File: src/rtl/sql_statement_grammar_checker_defines.svh
// ----------------------------------------------------------------------------
// sql statement grammar checker assertion macros
// shared property forms for the checker rtl
// ----------------------------------------------------------------------------
`ifndef SQL_STATEMENT_GRAMMAR_CHECKER_DEFINES_SVH
`define SQL_STATEMENT_GRAMMAR_CHECKER_DEFINES_SVH

`ifndef NO_ASSERTIONS
`define SQLGC_ASSERT_IMPLY(lbl, clk, rst_n, ante, cons) \
  lbl: assert property (@(posedge clk) disable iff (!rst_n) (ante) |-> (cons)) \
    else $error("sqlgc assertion failed");
`define SQLGC_ASSERT_NEXT(lbl, clk, rst_n, ante, cons) \
  lbl: assert property (@(posedge clk) disable iff (!rst_n) (ante) |=> (cons)) \
    else $error("sqlgc assertion failed");
`else
`define SQLGC_ASSERT_IMPLY(lbl, clk, rst_n, ante, cons)
`define SQLGC_ASSERT_NEXT(lbl, clk, rst_n, ante, cons)
`endif

`endif

File: src/rtl/sqlgc_pkg.sv
// ----------------------------------------------------------------------------
// sqlgc_pkg
// types, codes and widths for the sql statement grammar checker
// ----------------------------------------------------------------------------
package sqlgc_pkg;

  localparam int MAX_FIELDS = 64;
  localparam int CNT_W      = $clog2(MAX_FIELDS + 1);
  localparam int TK_W       = 5;
  localparam int IDX_W      = 6;
  localparam int COUNT_W    = 7;

  localparam logic [TK_W-1:0] TK_ALTER    = 5'd0;
  localparam logic [TK_W-1:0] TK_CREATE   = 5'd1;
  localparam logic [TK_W-1:0] TK_DELETE   = 5'd2;
  localparam logic [TK_W-1:0] TK_INSERT   = 5'd3;
  localparam logic [TK_W-1:0] TK_SELECT   = 5'd4;
  localparam logic [TK_W-1:0] TK_IDENT    = 5'd5;
  localparam logic [TK_W-1:0] TK_LPAREN   = 5'd6;
  localparam logic [TK_W-1:0] TK_RPAREN   = 5'd7;
  localparam logic [TK_W-1:0] TK_COMMA    = 5'd8;
  localparam logic [TK_W-1:0] TK_INTO     = 5'd9;
  localparam logic [TK_W-1:0] TK_TYPE_INT = 5'd10;
  localparam logic [TK_W-1:0] TK_TYPE_STR = 5'd12;
  localparam logic [TK_W-1:0] TK_LIT_INT  = 5'd13;
  localparam logic [TK_W-1:0] TK_LIT_STR  = 5'd15;

  typedef enum logic [3:0] {
    G_START, G_C_TABLE, G_C_LPAREN, G_C_FIRST, G_C_TYPE, G_C_SEP, G_C_NAME,
    G_DONE, G_D_TABLE, G_I_LPAREN, G_I_VAL, G_I_SEP, G_I_INTO, G_I_TABLE, G_ANY
  } gpos_t;

  typedef enum logic [2:0] {
    K_NONE, K_ALTER, K_CREATE, K_DELETE, K_INSERT, K_SELECT
  } kind_t;

  typedef enum logic [2:0] {
    R_SYNTAX, R_TABLE, R_FNAME, R_FTYPE, R_VALUE, R_IGNORED
  } role_t;

  typedef enum logic [1:0] {
    ST_FINE, ST_ERROR, ST_ACCEPT, ST_REJECT
  } status_t;

  typedef struct packed {
    status_t            status;
    kind_t              kind;
    role_t              role;
    logic [IDX_W-1:0]   idx;
    logic [COUNT_W-1:0] count;
  } res_t;

endpackage

File: src/rtl/sqlgc_fsm.sv
// ----------------------------------------------------------------------------
// sqlgc_fsm
// grammar position, statement kind, field count and sticky error; one item
// per enabled cycle, producing its result fields
// ----------------------------------------------------------------------------
`include "sql_statement_grammar_checker_defines.svh"

module sqlgc_fsm (
  input  logic                        clk,
  input  logic                        rst_n,
  input  logic                        step_en,
  input  logic                        op,
  input  logic [sqlgc_pkg::TK_W-1:0]  tk,
  output sqlgc_pkg::res_t             res
);

  sqlgc_pkg::gpos_t                pos_r, pos_nxt;
  sqlgc_pkg::kind_t                kind_r, kind_nxt;
  logic [sqlgc_pkg::CNT_W-1:0]     cnt_r, cnt_nxt;
  logic                            err_r, err_nxt;
  logic                            room;
  logic                            is_type;
  logic                            is_lit;

  assign room    = cnt_r < sqlgc_pkg::CNT_W'(sqlgc_pkg::MAX_FIELDS);
  assign is_type = (tk >= sqlgc_pkg::TK_TYPE_INT) && (tk <= sqlgc_pkg::TK_TYPE_STR);
  assign is_lit  = (tk >= sqlgc_pkg::TK_LIT_INT) && (tk <= sqlgc_pkg::TK_LIT_STR);

  // next state
  always_comb begin
    logic bad;
    bad      = 1'b0;
    pos_nxt  = pos_r;
    kind_nxt = kind_r;
    cnt_nxt  = cnt_r;
    err_nxt  = err_r;
    if (op) begin
      pos_nxt  = sqlgc_pkg::G_START;
      kind_nxt = sqlgc_pkg::K_NONE;
      cnt_nxt  = '0;
      err_nxt  = 1'b0;
    end else if (!err_r) begin
      unique case (pos_r)
        sqlgc_pkg::G_START: begin
          priority if (tk == sqlgc_pkg::TK_ALTER) begin
            kind_nxt = sqlgc_pkg::K_ALTER;
            pos_nxt  = sqlgc_pkg::G_ANY;
          end else if (tk == sqlgc_pkg::TK_CREATE) begin
            kind_nxt = sqlgc_pkg::K_CREATE;
            pos_nxt  = sqlgc_pkg::G_C_TABLE;
          end else if (tk == sqlgc_pkg::TK_DELETE) begin
            kind_nxt = sqlgc_pkg::K_DELETE;
            pos_nxt  = sqlgc_pkg::G_D_TABLE;
          end else if (tk == sqlgc_pkg::TK_INSERT) begin
            kind_nxt = sqlgc_pkg::K_INSERT;
            pos_nxt  = sqlgc_pkg::G_I_LPAREN;
          end else if (tk == sqlgc_pkg::TK_SELECT) begin
            kind_nxt = sqlgc_pkg::K_SELECT;
            pos_nxt  = sqlgc_pkg::G_ANY;
          end else begin
            bad = 1'b1;
          end
        end
        sqlgc_pkg::G_C_TABLE: begin
          if (tk == sqlgc_pkg::TK_IDENT) pos_nxt = sqlgc_pkg::G_C_LPAREN;
          else bad = 1'b1;
        end
        sqlgc_pkg::G_D_TABLE, sqlgc_pkg::G_I_TABLE: begin
          if (tk == sqlgc_pkg::TK_IDENT) pos_nxt = sqlgc_pkg::G_DONE;
          else bad = 1'b1;
        end
        sqlgc_pkg::G_C_LPAREN: begin
          if (tk == sqlgc_pkg::TK_LPAREN) pos_nxt = sqlgc_pkg::G_C_FIRST;
          else bad = 1'b1;
        end
        sqlgc_pkg::G_I_LPAREN: begin
          if (tk == sqlgc_pkg::TK_LPAREN) pos_nxt = sqlgc_pkg::G_I_VAL;
          else bad = 1'b1;
        end
        sqlgc_pkg::G_C_FIRST, sqlgc_pkg::G_C_NAME: begin
          priority if (tk == sqlgc_pkg::TK_RPAREN && pos_r == sqlgc_pkg::G_C_FIRST) begin
            pos_nxt = sqlgc_pkg::G_DONE;
          end else if (tk == sqlgc_pkg::TK_IDENT && room) begin
            pos_nxt = sqlgc_pkg::G_C_TYPE;
          end else begin
            bad = 1'b1;
          end
        end
        sqlgc_pkg::G_C_TYPE: begin
          if (is_type) begin
            cnt_nxt = cnt_r + 1'b1;
            pos_nxt = sqlgc_pkg::G_C_SEP;
          end else begin
            bad = 1'b1;
          end
        end
        sqlgc_pkg::G_C_SEP: begin
          priority if (tk == sqlgc_pkg::TK_COMMA) pos_nxt = sqlgc_pkg::G_C_NAME;
          else if (tk == sqlgc_pkg::TK_RPAREN) pos_nxt = sqlgc_pkg::G_DONE;
          else bad = 1'b1;
        end
        sqlgc_pkg::G_I_VAL: begin
          if (is_lit && room) begin
            cnt_nxt = cnt_r + 1'b1;
            pos_nxt = sqlgc_pkg::G_I_SEP;
          end else begin
            bad = 1'b1;
          end
        end
        sqlgc_pkg::G_I_SEP: begin
          priority if (tk == sqlgc_pkg::TK_COMMA) pos_nxt = sqlgc_pkg::G_I_VAL;
          else if (tk == sqlgc_pkg::TK_RPAREN) pos_nxt = sqlgc_pkg::G_I_INTO;
          else bad = 1'b1;
        end
        sqlgc_pkg::G_I_INTO: begin
          if (tk == sqlgc_pkg::TK_INTO) pos_nxt = sqlgc_pkg::G_I_TABLE;
          else bad = 1'b1;
        end
        sqlgc_pkg::G_ANY: begin
          pos_nxt = sqlgc_pkg::G_ANY;
        end
        default: begin
          bad = 1'b1;
        end
      endcase
      if (bad) begin
        err_nxt  = 1'b1;
        pos_nxt  = pos_r;
        kind_nxt = kind_r;
        cnt_nxt  = cnt_r;
      end
    end
  end

  // result fields
  always_comb begin
    sqlgc_pkg::role_t role;
    logic             ok;
    role = sqlgc_pkg::R_SYNTAX;
    ok   = !err_r && (pos_r == sqlgc_pkg::G_START || pos_r == sqlgc_pkg::G_DONE ||
                      pos_r == sqlgc_pkg::G_ANY);
    unique case (pos_r)
      sqlgc_pkg::G_C_TABLE, sqlgc_pkg::G_D_TABLE, sqlgc_pkg::G_I_TABLE:
        role = sqlgc_pkg::R_TABLE;
      sqlgc_pkg::G_C_FIRST, sqlgc_pkg::G_C_NAME: begin
        if (tk == sqlgc_pkg::TK_IDENT) role = sqlgc_pkg::R_FNAME;
      end
      sqlgc_pkg::G_C_TYPE: role = sqlgc_pkg::R_FTYPE;
      sqlgc_pkg::G_I_VAL:  role = sqlgc_pkg::R_VALUE;
      sqlgc_pkg::G_ANY:    role = sqlgc_pkg::R_IGNORED;
      default:             role = sqlgc_pkg::R_SYNTAX;
    endcase
    res.kind = kind_r;
    if (op) begin
      res.status = ok ? sqlgc_pkg::ST_ACCEPT : sqlgc_pkg::ST_REJECT;
      res.role   = sqlgc_pkg::R_SYNTAX;
      res.idx    = '0;
      res.count  = sqlgc_pkg::COUNT_W'(cnt_r);
    end else if (err_nxt) begin
      res.status = sqlgc_pkg::ST_ERROR;
      res.kind   = kind_nxt;
      res.role   = sqlgc_pkg::R_IGNORED;
      res.idx    = '0;
      res.count  = sqlgc_pkg::COUNT_W'(cnt_nxt);
    end else begin
      res.status = sqlgc_pkg::ST_FINE;
      res.kind   = kind_nxt;
      res.role   = role;
      res.idx    = (role == sqlgc_pkg::R_FNAME || role == sqlgc_pkg::R_FTYPE ||
                    role == sqlgc_pkg::R_VALUE) ? sqlgc_pkg::IDX_W'(cnt_r) : '0;
      res.count  = sqlgc_pkg::COUNT_W'(cnt_nxt);
    end
  end

  always_ff @(posedge clk) begin
    if (!rst_n) begin
      pos_r  <= sqlgc_pkg::G_START;
      kind_r <= sqlgc_pkg::K_NONE;
      cnt_r  <= '0;
      err_r  <= 1'b0;
    end else if (step_en) begin
      pos_r  <= pos_nxt;
      kind_r <= kind_nxt;
      cnt_r  <= cnt_nxt;
      err_r  <= err_nxt;
    end
  end

  `SQLGC_ASSERT_NEXT(a_end_clears, clk, rst_n, step_en && op,
    pos_r == sqlgc_pkg::G_START && cnt_r == '0 && !err_r && kind_r == sqlgc_pkg::K_NONE)
  `SQLGC_ASSERT_NEXT(a_err_sticky, clk, rst_n, step_en && !op && err_r, err_r)
  `SQLGC_ASSERT_IMPLY(a_cnt_bound, clk, rst_n, 1'b1,
    cnt_r <= sqlgc_pkg::CNT_W'(sqlgc_pkg::MAX_FIELDS))
  `SQLGC_ASSERT_IMPLY(a_err_role, clk, rst_n, step_en && !op && err_r,
    res.role == sqlgc_pkg::R_IGNORED && res.idx == '0 &&
    res.status == sqlgc_pkg::ST_ERROR)

endmodule
File: config.mk
export PLATFORM = sky130hd
export DESIGN_NAME = sqlgc_fsm
export DESIGN_NICKNAME = d
export VERILOG_FILES = /design/src/rtl/sqlgc_pkg.sv /design/src/rtl/sqlgc_fsm.sv
export VERILOG_INCLUDE_DIRS = /design/src /design/src/rtl
export SDC_FILE = /design/constraint.sdc
export NUM_CORES = 1
export LEC_CHECK = 0
export ABC_CLOCK_PERIOD_IN_PS = 3660
export BUFFER_PORTS_ARGS = -buffer_cell sky130_fd_sc_hd__buf_4
export CORE_UTILIZATION = 30
export CTS_CLUSTER_DIAMETER = 200
export DETAILED_ROUTE_END_ITERATION = 8
export GPL_TIMING_DRIVEN = 0
export PLACE_DENSITY = 0.47
export REMOVE_ABC_BUFFERS = 1
export SLEW_MARGIN = 5
export SYNTH_ARGS = -nofsm -noshare
export SYNTH_HDL_FRONTEND = slang
export SYNTH_SLANG_ARGS = --single-unit
File: constraint.sdc
create_clock -name clk -period 3.66 [get_ports clk]
set_input_delay 0.732 -clock clk [delete_from_list [all_inputs] [get_ports clk]]
set_output_delay 0.732 -clock clk [all_outputs]
set_load 0.01 [all_outputs]
* Yosys cells after proc, flatten, opt, wreduce, memory -nomap -nowiden
Cells that the tools add are included.
Cells by class: order comparisons 5, reduce and logical (&&, ||, !) cells 20, multipliers 0, shift-type cells 0, multiplexer cells 65, div/mod/pow operators 0, add/sub/neg operators 1, bitwise gates (word level) 0, equality and inequality tests 39
Operators with widths (count):
- two-way mux 4 bit | 21
- one-hot mux 4 bit (12 select lines) | 1
- two-way mux 7 bit | 5
- two-way mux 3 bit | 10
- equality test 4 bit (second input constant) | 7
- inequality test 3 bit (second input constant) | 7
- equality test 5 x 3 -> 1 bit (second input constant) | 4
- two-way mux 1 bit | 20
- two-way mux 20 bit | 1
- equality test 4 x 3 -> 1 bit (second input constant) | 4
- two-way mux 16 bit | 1
- one-hot mux 3 bit (5 select lines) | 1
- AND reduction 15 bit | 1
- one-hot mux 7 bit (2 select lines) | 1
- nonzero test 13 bit | 1
- inequality test 4 bit (second input constant) | 3
- equality test 5 x 2 -> 1 bit (second input constant) | 2
- equality test 5 x 4 -> 1 bit (second input constant) | 2
- >= comparator 5 x 4 -> 1 bit (second input constant) | 2
- less-or-equal comparator 5 x 4 -> 1 bit (second input constant) | 2
- one-hot mux 1 bit (9 select lines) | 1
- equality test 4 x 2 -> 1 bit (second input constant) | 2
- OR reduction 2 bit | 4
- adder 7 x 1 -> 7 bit (second input constant) | 1
- 15 further kinds | 26
Word-level totals: input bits 9, memories 0, memory bits (writable) 0, output and inout port bits 21, word-level logic and storage cells 134, bits in registers 15, bits in read-only memories 0, latch bits 0

* Depth between registers and ports, before layout
Gate-level depths: netlist (run 1).
depth in word-level cells 14, depth in mapped cells 10, mapped depth without buffers 8

* Worst setup path before layout (run 1)
Ideal clock, no wire load.
path kind input to output, start input tk[2] (netlist bit), end output res[6] (netlist bit), stages on the path 9, data required time 2.928 ns, arrival 2.668 ns, path slack 0.260 ns, path through buf_4 o21a_1 nor3_1 o211ai_4 a2111oi_4 and2_1 buf_6 and2b_4 mux2_1
RTL lines:
- start, declared | line sqlgc_fsm.sv:13 | input logic [sqlgc_pkg::TK_W-1:0] tk,
- end, declared | line sqlgc_fsm.sv:14 | output sqlgc_pkg::res_t res

==> impl_metrics.toml, run 1 <==
[detailed_routing]
dr.pass1.iters = 4
dr_total_vias = 1803
drtIter0Drc = 162
route.detailed.drc = 0
wl_per_cell_um = 15.6
avgViaCountPerCell = 5.43
routed_wl_mm = 5.19
final_antenna_net_count = 0

[critical_path]
path_class = "in2out"
slowest_stage = "nor4b_4"
endpoint_kind = "output port"
rr_worst_depth = 9
r2r_slack_ns = 1.07
slowest_delay_ns = 0.34
r2r_start = "pos_r[0]"
path_buf_inv = 2
critPathMaxFanout = 13
arrival_ns = 2.84
r2r-end = "pos_r[1]"
startpoint_type = "input port"
critical-path-top-delay-family = "simple AND/OR/NAND/NOR gates"
path_cells = "buf_4 -> nand2b_1 -> nor4b_4 -> nor3_1 -> a2111oi_4 -> and2_4 -> and2b_4 -> mux2_1 -> buf_4"
path_common_cell = "buf_4"
cp.required_ns = 2.93

[power]
p_leak_nw = 0.784
ir_worst_vdd_mv = 0.149
powerDensity_nw_per_um2 = 269

[cts]
hold_buffers = 0
clk_latency_ns = 0.25
clock-sinks = 15
cts_max_level = 1
cts_tree = "yes"
path_clk_slew_ns = 0.06
cts_buffers = 3
clockBufferDepth = 2
root_buffer = "clkbuf_8"

[synthesis]
yosys_warnings = 0
synthFlopType = "dfxtp_1"
synthCells = 241
synthesis.area_um2 = 1760
synthDistinctLibCells = 65
seq_area_frac_synth_pct = 17.1
synthArstFlopShare_pct = 0
synth-seq-cells = 15
synth.avg_cell_area_um2 = 7.28
synth_edf_count = 0

[floorplan]
die_x_um = 78.5
die_area_um2 = 6160
start_util_pct = 31.5
core_area_um2 = 5570
ioPinCount = 30
die_h_um = 78.5
core.rowCount = 27

[cells_and_area]
final_cell_mix = "buf_4, nor2_1, nand2_1"
regArea_um2 = 305
num_antenna_cells = 0
final_common_cell = "buf_4"
drive_gt1_share_pct = 23.1
area_growth_pct = 18.7
finalNetCount = 271
multiInputGateArea_um2 = 1370
fillers = 582

[global_route]
antenna_found_initial = 0
grt_pass1_vias = 1686
grt_pass1_wl_mm = 8.67
track_usage_pct = 17.6
grt_remaining_overflow = 0
grt_max_degree = 25

[hold_path]
whs_endpoint = "kind_r[2]"
hold_depth = 2
worst_hold_startpoint = "kind_r[2]"
hold_class = "reg2reg"

[sta]
clock_skew_ns = 0.00311
setup_viol = 0
period_needed_ns = 3.57
tightestPinTransition_ns = 0.506
setup_slack_ns = 0.0902
fmax_mhz = 280
hold_viol = 0
setup_tns_ns = 0
period_share_pct = 97.5
rsz0062_at_grt = "no"
relSlewSlack_pct = 66.0
report.final.slew_viol_count = 0

[place]
port_buffers = 29
hpwl_mm = 3.77
pre_cts_slack_ns = -0.399
gp_congestion = 0.799

[flow_run]
drv_cap = 0

[run_status]
outcome = "finished clean"
[tightest hold or removal path, cell delays in order (launching register included)]
cell and delay (ns):
dfxtp_1 0.31, nand3_1 0.05, o21ai_0 0.07
[cells in the mapped netlist, types with 2 or more instances]
cell type,number,share of area [%]
a21boi_0,3,1.3
nor4_1,2,0.71
nor2b_1,6,2.1
a21oi_1,14,4.0
mux2i_1,5,2.9
nor3_1,9,2.6
a21boi_1,2,0.86
a41oi_1,2,1.0
a31oi_1,3,1.1
a21o_1,3,1.3
a32oi_1,2,1.0
xnor2_1,4,2.0
o211ai_1,2,0.86
buf_2,4,1.1
nor2_1,20,4.3
o21ai_1,2,0.57
and2_1,8,2.9
o21a_1,4,1.7
nor4b_2,2,1.7
inv_1,8,1.7
a22oi_1,4,1.7
and3_1,4,1.4
buf_4,3,1.3
nand2_1,19,4.1
nand4_1,2,0.71
buf_6,2,1.3
clkbuf_1,9,1.9
or4_1,2,0.86
xor2_1,4,2.0
o21ai_0,15,4.3
a22o_1,2,1.0
nor3b_1,2,0.86
nand3_1,9,2.6
or3_1,4,1.4
nand2b_1,7,2.5
o31ai_1,4,1.7
mux2_2,2,1.3
dfxtp_1,15,17
[what timing repair did]
item                       CTS  global route
setup endpoints to repair   14             8
pin swaps                    1             2
resized for setup            9             3
buffers inserted             1             3
[worst max-delay path by stage]
stage	slack (ns)	depth (start not counted)	to	start
after floorplan	0.26	7	res[6]	tk[1]
after global placement	-0.47	9	res[9]	tk[1]
after detailed placement	-0.40	9	res[10]	tk[1]
after CTS	0.005	9	res[6]	tk[4]
after global routing	0.008	9	res[6]	tk[4]
final	0.09	9	res[6]	tk[1]
[kinds of logic (layout without fill, tap and decap cells)]
kind of cell / Yosys count / count (layout) / synth area share (%)
buf+inv: 26 / 45 / 7.34
fa+ha+maj: 1 / 1 / 0.713
flops: 15 / 15 / 17.1
compound gates: 78 / 78 / 32.9
mux: 8 / 8 / 4.78
simple gates: 105 / 105 / 33.2
xor+xnor: 8 / 8 / 3.99
[registers in the layout, summed over array words and instances (netlist names)]
register,flops
pos_r,4
kind_r,3
err_r,1
cnt_r,7
[where the power goes]
group | leakage [nW] | total (W) | internal [W] | switching [W]
Combinational | 0.638 | 0.000231 | 0.000104 | 0.000128
Clock | 0.0228 | 0.000141 | 0.0000772 | 0.0000641
Sequential | 0.123 | 0.000189 | 0.000169 | 0.0000197
Total | 0.784 | 0.000561 | 0.000350 | 0.000211
[final cells by class]
type | instances | area share (%)
tap | 72 | 4.32
clock buffer | 4 | 2.16
inverter | 8 | 1.44
timing repair buffer | 33 | 11.9
multi-input combinational | 200 | 65.5
sequential | 15 | 14.6
[stage by stage]
stage                     cells  cell area, um^2  hold slack (ns)  util (%)  total power, W
after global placement      324             1960            0.467      35.2        0.000394
after global routing        332             2080            0.511      37.4        0.000595
final                       332             2080            0.481      37.4        0.000561
after CTS                   329             2050            0.485      36.8        0.000551
after detailed placement    324             1960            0.469      35.2        0.000393
after floorplan             223             1660            0.444         -        0.000320
[metal layers]
metal / up-vias / track usage, % / part of all wire, %
li1: 928 / - / -
met1: 841 / 24.4 / 49
met2: 32 / 27.9 / 47
met3: 2 / 3.26 / 4.0
met4: 0 / 4.44 / 0.46
met5: - / 0 / 0
(Power assumes the default switching activity.)
==> run 2: changes to the inputs <==
GPL_TIMING_DRIVEN = default   (was 0)
==> impl_metrics.toml, run 2 (synthesis results as in run 1) <==
[floorplan]
ioPinCount = 30
start_util_pct = 31.5
core.rowCount = 27
die_x_um = 78.5
die_area_um2 = 6160
core_area_um2 = 5570
die_h_um = 78.5

[critical_path]
worstSetupStartpoint = "tk[4]"
r2r-end = "cnt_r[5]"
path_class = "in2out"
rr_worst_depth = 8
r2r_start = "pos_r[2]"
r2r_slack_ns = 1.09
critPathMaxFanout = 7
cp.required_ns = 2.93
endpoint_kind = "output port"
startpoint_type = "input port"
endpoint = "res[6]"
arrival_ns = 2.80

[cts]
root_buffer = "clkbuf_8"
cts_tree = "yes"
clockBufferDepth = 2
cts_buffers = 3
cts_max_level = 1
hold_buffers = 0
clock-sinks = 15
path_clk_slew_ns = 0.07
clk_latency_ns = 0.25

[sta]
hold_viol = 0
period_share_pct = 96.4
tightestPinTransition_ns = 0.547
clock_skew_ns = 0.00198
rsz0062_at_grt = "no"
report.final.slew_viol_count = 0
fmax_mhz = 283
relSlewSlack_pct = 63.5
setup_tns_ns = 0
setup_viol = 0
period_needed_ns = 3.53
setup_slack_ns = 0.131

[detailed_routing]
dr_total_vias = 1877
routed_wl_mm = 5.27
dr.pass1.iters = 6
final_antenna_net_count = 0
route.detailed.drc = 0
drtIter0Drc = 126
wl_per_cell_um = 15.3
avgViaCountPerCell = 5.46

[cells_and_area]
drive_gt1_share_pct = 24.3
final_cell_mix = "buf_4, nor2_1, nand2_1"
largest_reg_flops = 7
area_growth_pct = 22.2
top_regs = "cnt_r (7), pos_r (4), kind_r (3)"
largest-register = "cnt_r"
num_antenna_cells = 0
finalNetCount = 283
final_common_cell = "buf_4"

[flow_run]
drv_cap = 0

[power]
p_int_w = 0.000352
seqPwrFrac_pct = 33.0
p_sw_share_pct = 37.0
pwr-share-clk_pct = 25.2
ir_worst_vdd_mv = 0.184
powerDensity_nw_per_um2 = 261
switchingPower_w = 0.000207
p_comb_share_pct = 41.8
p_leak_nw = 0.823

[global_route]
grt_pass1_vias = 1725
antenna_found_initial = 0
grt_max_degree = 25
track_usage_pct = 17.9
grt_pass1_wl_mm = 8.64
grt_remaining_overflow = 0

[place]
pre_cts_slack_ns = 0.0847
gp_congestion = 0.851
hpwl_mm = 4.03
port_buffers = 29

[hold_path]
hold_class = "reg2reg"

[run_status]
outcome = "finished clean"
-- run 2: stage by stage --
step           utilization, %  hold WS, ns  std cells  power (W)  instance area, um^2
6_report                 38.5        0.477        344   0.000559                 2140
5_1_grt                  38.5        0.509        344   0.000597                 2140
4_1_cts                  38.1        0.486        343   0.000559                 2120
3_5_place_dp             37.3        0.473        339   0.000415                 2080
3_3_place_gp             37.3        0.465        339   0.000419                 2080
2_1_floorplan               -        0.444        223   0.000320                 1660
-- run 2: how the worst min path moves through the flow --
stage | start | slack, ns | to | cells past startpoint
2_1_floorplan | kind_r[2] | 0.44 | kind_r[2] | 2
3_3_place_gp | kind_r[2] | 0.47 | kind_r[2] | 2
3_5_place_dp | kind_r[2] | 0.47 | kind_r[2] | 2
4_1_cts | kind_r[2] | 0.49 | kind_r[2] | 2
5_1_grt | kind_r[2] | 0.51 | kind_r[2] | 2
6_report | kind_r[2] | 0.48 | kind_r[2] | 2
-- run 2: critical path, stage by stage --
cell,delay [ns]
buf_4,0.14
nand2b_1,0.19
nor4_1,0.30
buf_4,0.20
a21boi_0,0.08
o22ai_1,0.29
and2_4,0.24
and2b_4,0.17
mux2_1,0.32
buf_4,0.15
-- run 2: layer usage --
layer,wire [um],global-route usage (%)
met1,2600,24.7
met2,2360,28.9
met3,282,3.72
met4,24,2.59
met5,0,0
-- run 2: final cells by class --
cell class	count	area [um^2]
timing repair buffer	45	338
multi-input combinational	200	1340
fill	595	3430
sequential	15	302
clock buffer	4	45.0
tap	72	90.1
inverter	8	30.0
-- run 2: power by group through the flow --
stage	sequential [W]	combinational, W	clock (W)
floorplan	0.000185	0.000134	0
global placement	0.000189	0.000230	0
detailed placement	0.000188	0.000227	0
finish	0.000184	0.000233	0.000141
CTS	0.000184	0.000228	0.000147
global route	0.000186	0.000257	0.000154
-- run 2: timing repair --
action	CTS	global route
buffers inserted	0	1
endpoints found under the hold margin	0	0
gates resized for setup	0	5
setup endpoints to repair	0	11
==> run 3: changes to the inputs <==
CORE_UTILIZATION = 50   (was 30)
PLACE_DENSITY = 0.71   (was 0.47)
==> impl_metrics.toml, run 3 (synthesis results as in run 1) <==
[global_route]
grt_pass1_wl_mm = 7.47
grt_pass1_vias = 1564
grt_remaining_overflow = 0
track_usage_pct = 27.1
grt_max_degree = 25
antenna_found_initial = 0

[power]
ir_worst_vdd_mv = 0.170
p_comb_share_pct = 44.8
p_int_w = 0.000314
powerDensity_nw_per_um2 = 248
p_sw_share_pct = 38.5
p_leak_nw = 0.789
pwr-share-clk_pct = 19.3
seqPwrFrac_pct = 35.8
switchingPower_w = 0.000196

[detailed_routing]
drtIter0Drc = 135
route.detailed.drc = 0
final_antenna_net_count = 0
avgViaCountPerCell = 5.93
dr.pass1.iters = 4
dr_total_vias = 1855
wl_per_cell_um = 15.2
routed_wl_mm = 4.77

[floorplan]
core_area_um2 = 3340
ioPinCount = 30
die_x_um = 61.3
die_area_um2 = 3750
start_util_pct = 52.6
core.rowCount = 21
die_h_um = 61.3

[cts]
cts_tree = "yes"
cts_max_level = 1
path_clk_slew_ns = 0.09
cts_setup_buffers = 0
clock-sinks = 15
cts_buffers = 3
root_buffer = "clkbuf_4"
clockBufferDepth = 2
clk_latency_ns = 0.29
cts_resized = 0
hold_buffers = 0

[cells_and_area]
finalNetCount = 278
largest_reg_flops = 7
area_growth_pct = 17.1
top_regs = "cnt_r (7), pos_r (4), kind_r (3)"
final_cell_mix = "buf_4, nor2_1, nand2_1"
final_common_cell = "buf_4"
finalNonFillerCells = 313
drive_gt1_share_pct = 23.2
final_core_util_pct = 61.6
largest-register = "cnt_r"
num_antenna_cells = 0

[sta]
rsz0062_at_grt = "no"
report.final.slew_viol_count = 0
fmax_mhz = 284
setup_viol = 0
hold_viol = 0
clock_skew_ns = 0.00248
period_share_pct = 96.2
setup_tns_ns = 0
period_needed_ns = 3.52
relSlewSlack_pct = 62.1
tightestPinTransition_ns = 0.565

[critical_path]
path_common_cell = "buf_4"
path_cells = "buf_4 -> nand2b_1 -> nor4b_2 -> nor3_1 -> a2111oi_4 -> and2_2 -> and2b_4 -> mux2_1 -> buf_4"
r2r_start = "pos_r[3]"
endpoint_kind = "output port"
arrival_ns = 2.79
path_class = "in2out"
slowest_stage = "a2111oi_4"
rr_worst_depth = 8
r2r_slack_ns = 1.16
r2r-end = "pos_r[1]"
slowest_delay_ns = 0.32
critPathMaxFanout = 13
cp.required_ns = 2.93
startpoint_type = "input port"

[hold_path]
hold_depth = 2
whs_endpoint = "kind_r[2]"
worst_hold_startpoint = "kind_r[2]"
hold_class = "reg2reg"

[place]
hpwl_mm = 3.66
port_buffers = 29
gp_congestion = 0.891
dp_cells = 309

[flow_run]
drv_cap = 0

[run_status]
outcome = "finished clean"
==> run 3: layer usage <==
metal  part of all wire [%]  GRT usage (%)
met5                      0              0
met4                    2.3           8.12
met3                    5.0           4.83
met2                     46           42.2
met1                     47           37.8
==> run 3: worst max-delay path: cells and delay by family <==
| kind | cells | cell delay (ns) |
|---|---|---|
| muxes | 1 | 0.32 |
| buffers and inverters | 2 | 0.29 |
| AOI/OAI and AO/OA | 1 | 0.32 |
| and+or+nand+nor | 5 | 1.11 |
==> run 3: cell type report <==
cell class / instances / area, um^2
clock buffer: 4 / 26.3
fill: 311 / 1280
inverter: 8 / 30.0
multi-input combinational: 200 / 1340
sequential: 15 / 303
tap: 46 / 57.6
timing repair buffer: 40 / 300
==> run 3: stage by stage <==
| stage | total power [W] | hold slack, ns | setup slack, ns | cell area, um^2 |
|---|---|---|---|---|
| detailed placement | 0.000408 | 0.509 | 0.0672 | 2010 |
| global route | 0.000544 | 0.541 | 0.00395 | 2060 |
| CTS | 0.000509 | 0.522 | 0.0354 | 2040 |
| finish | 0.000510 | 0.510 | 0.141 | 2060 |
| floorplan | 0.000320 | 0.444 | 0.262 | 1660 |
| global placement | 0.000407 | 0.461 | 0.114 | 2010 |
==> run 3: how the worst max path moves through the flow <==
stage	startpoint	endpoint	slack [ns]	depth (start not counted)
4_1_cts	pos_r[3]	res[6]	0.04	8
3_5_place_dp	tk[1]	res[6]	0.07	9
5_1_grt	tk[1]	res[6]	0.004	9
6_report	tk[1]	res[6]	0.14	9
2_1_floorplan	tk[1]	res[6]	0.26	7
3_3_place_gp	tk[4]	res[6]	0.11	10
==> run 3: power by group through the flow <==
| stage | registers [W] | logic (W) | clock network (W) |
|---|---|---|---|
| after detailed placement | 0.000186 | 0.000223 | 0 |
| final | 0.000183 | 0.000228 | 0.0000986 |
| after CTS | 0.000182 | 0.000224 | 0.000104 |
| after floorplan | 0.000185 | 0.000134 | 0 |
| after global placement | 0.000186 | 0.000221 | 0 |
| after global routing | 0.000184 | 0.000250 | 0.000109 |
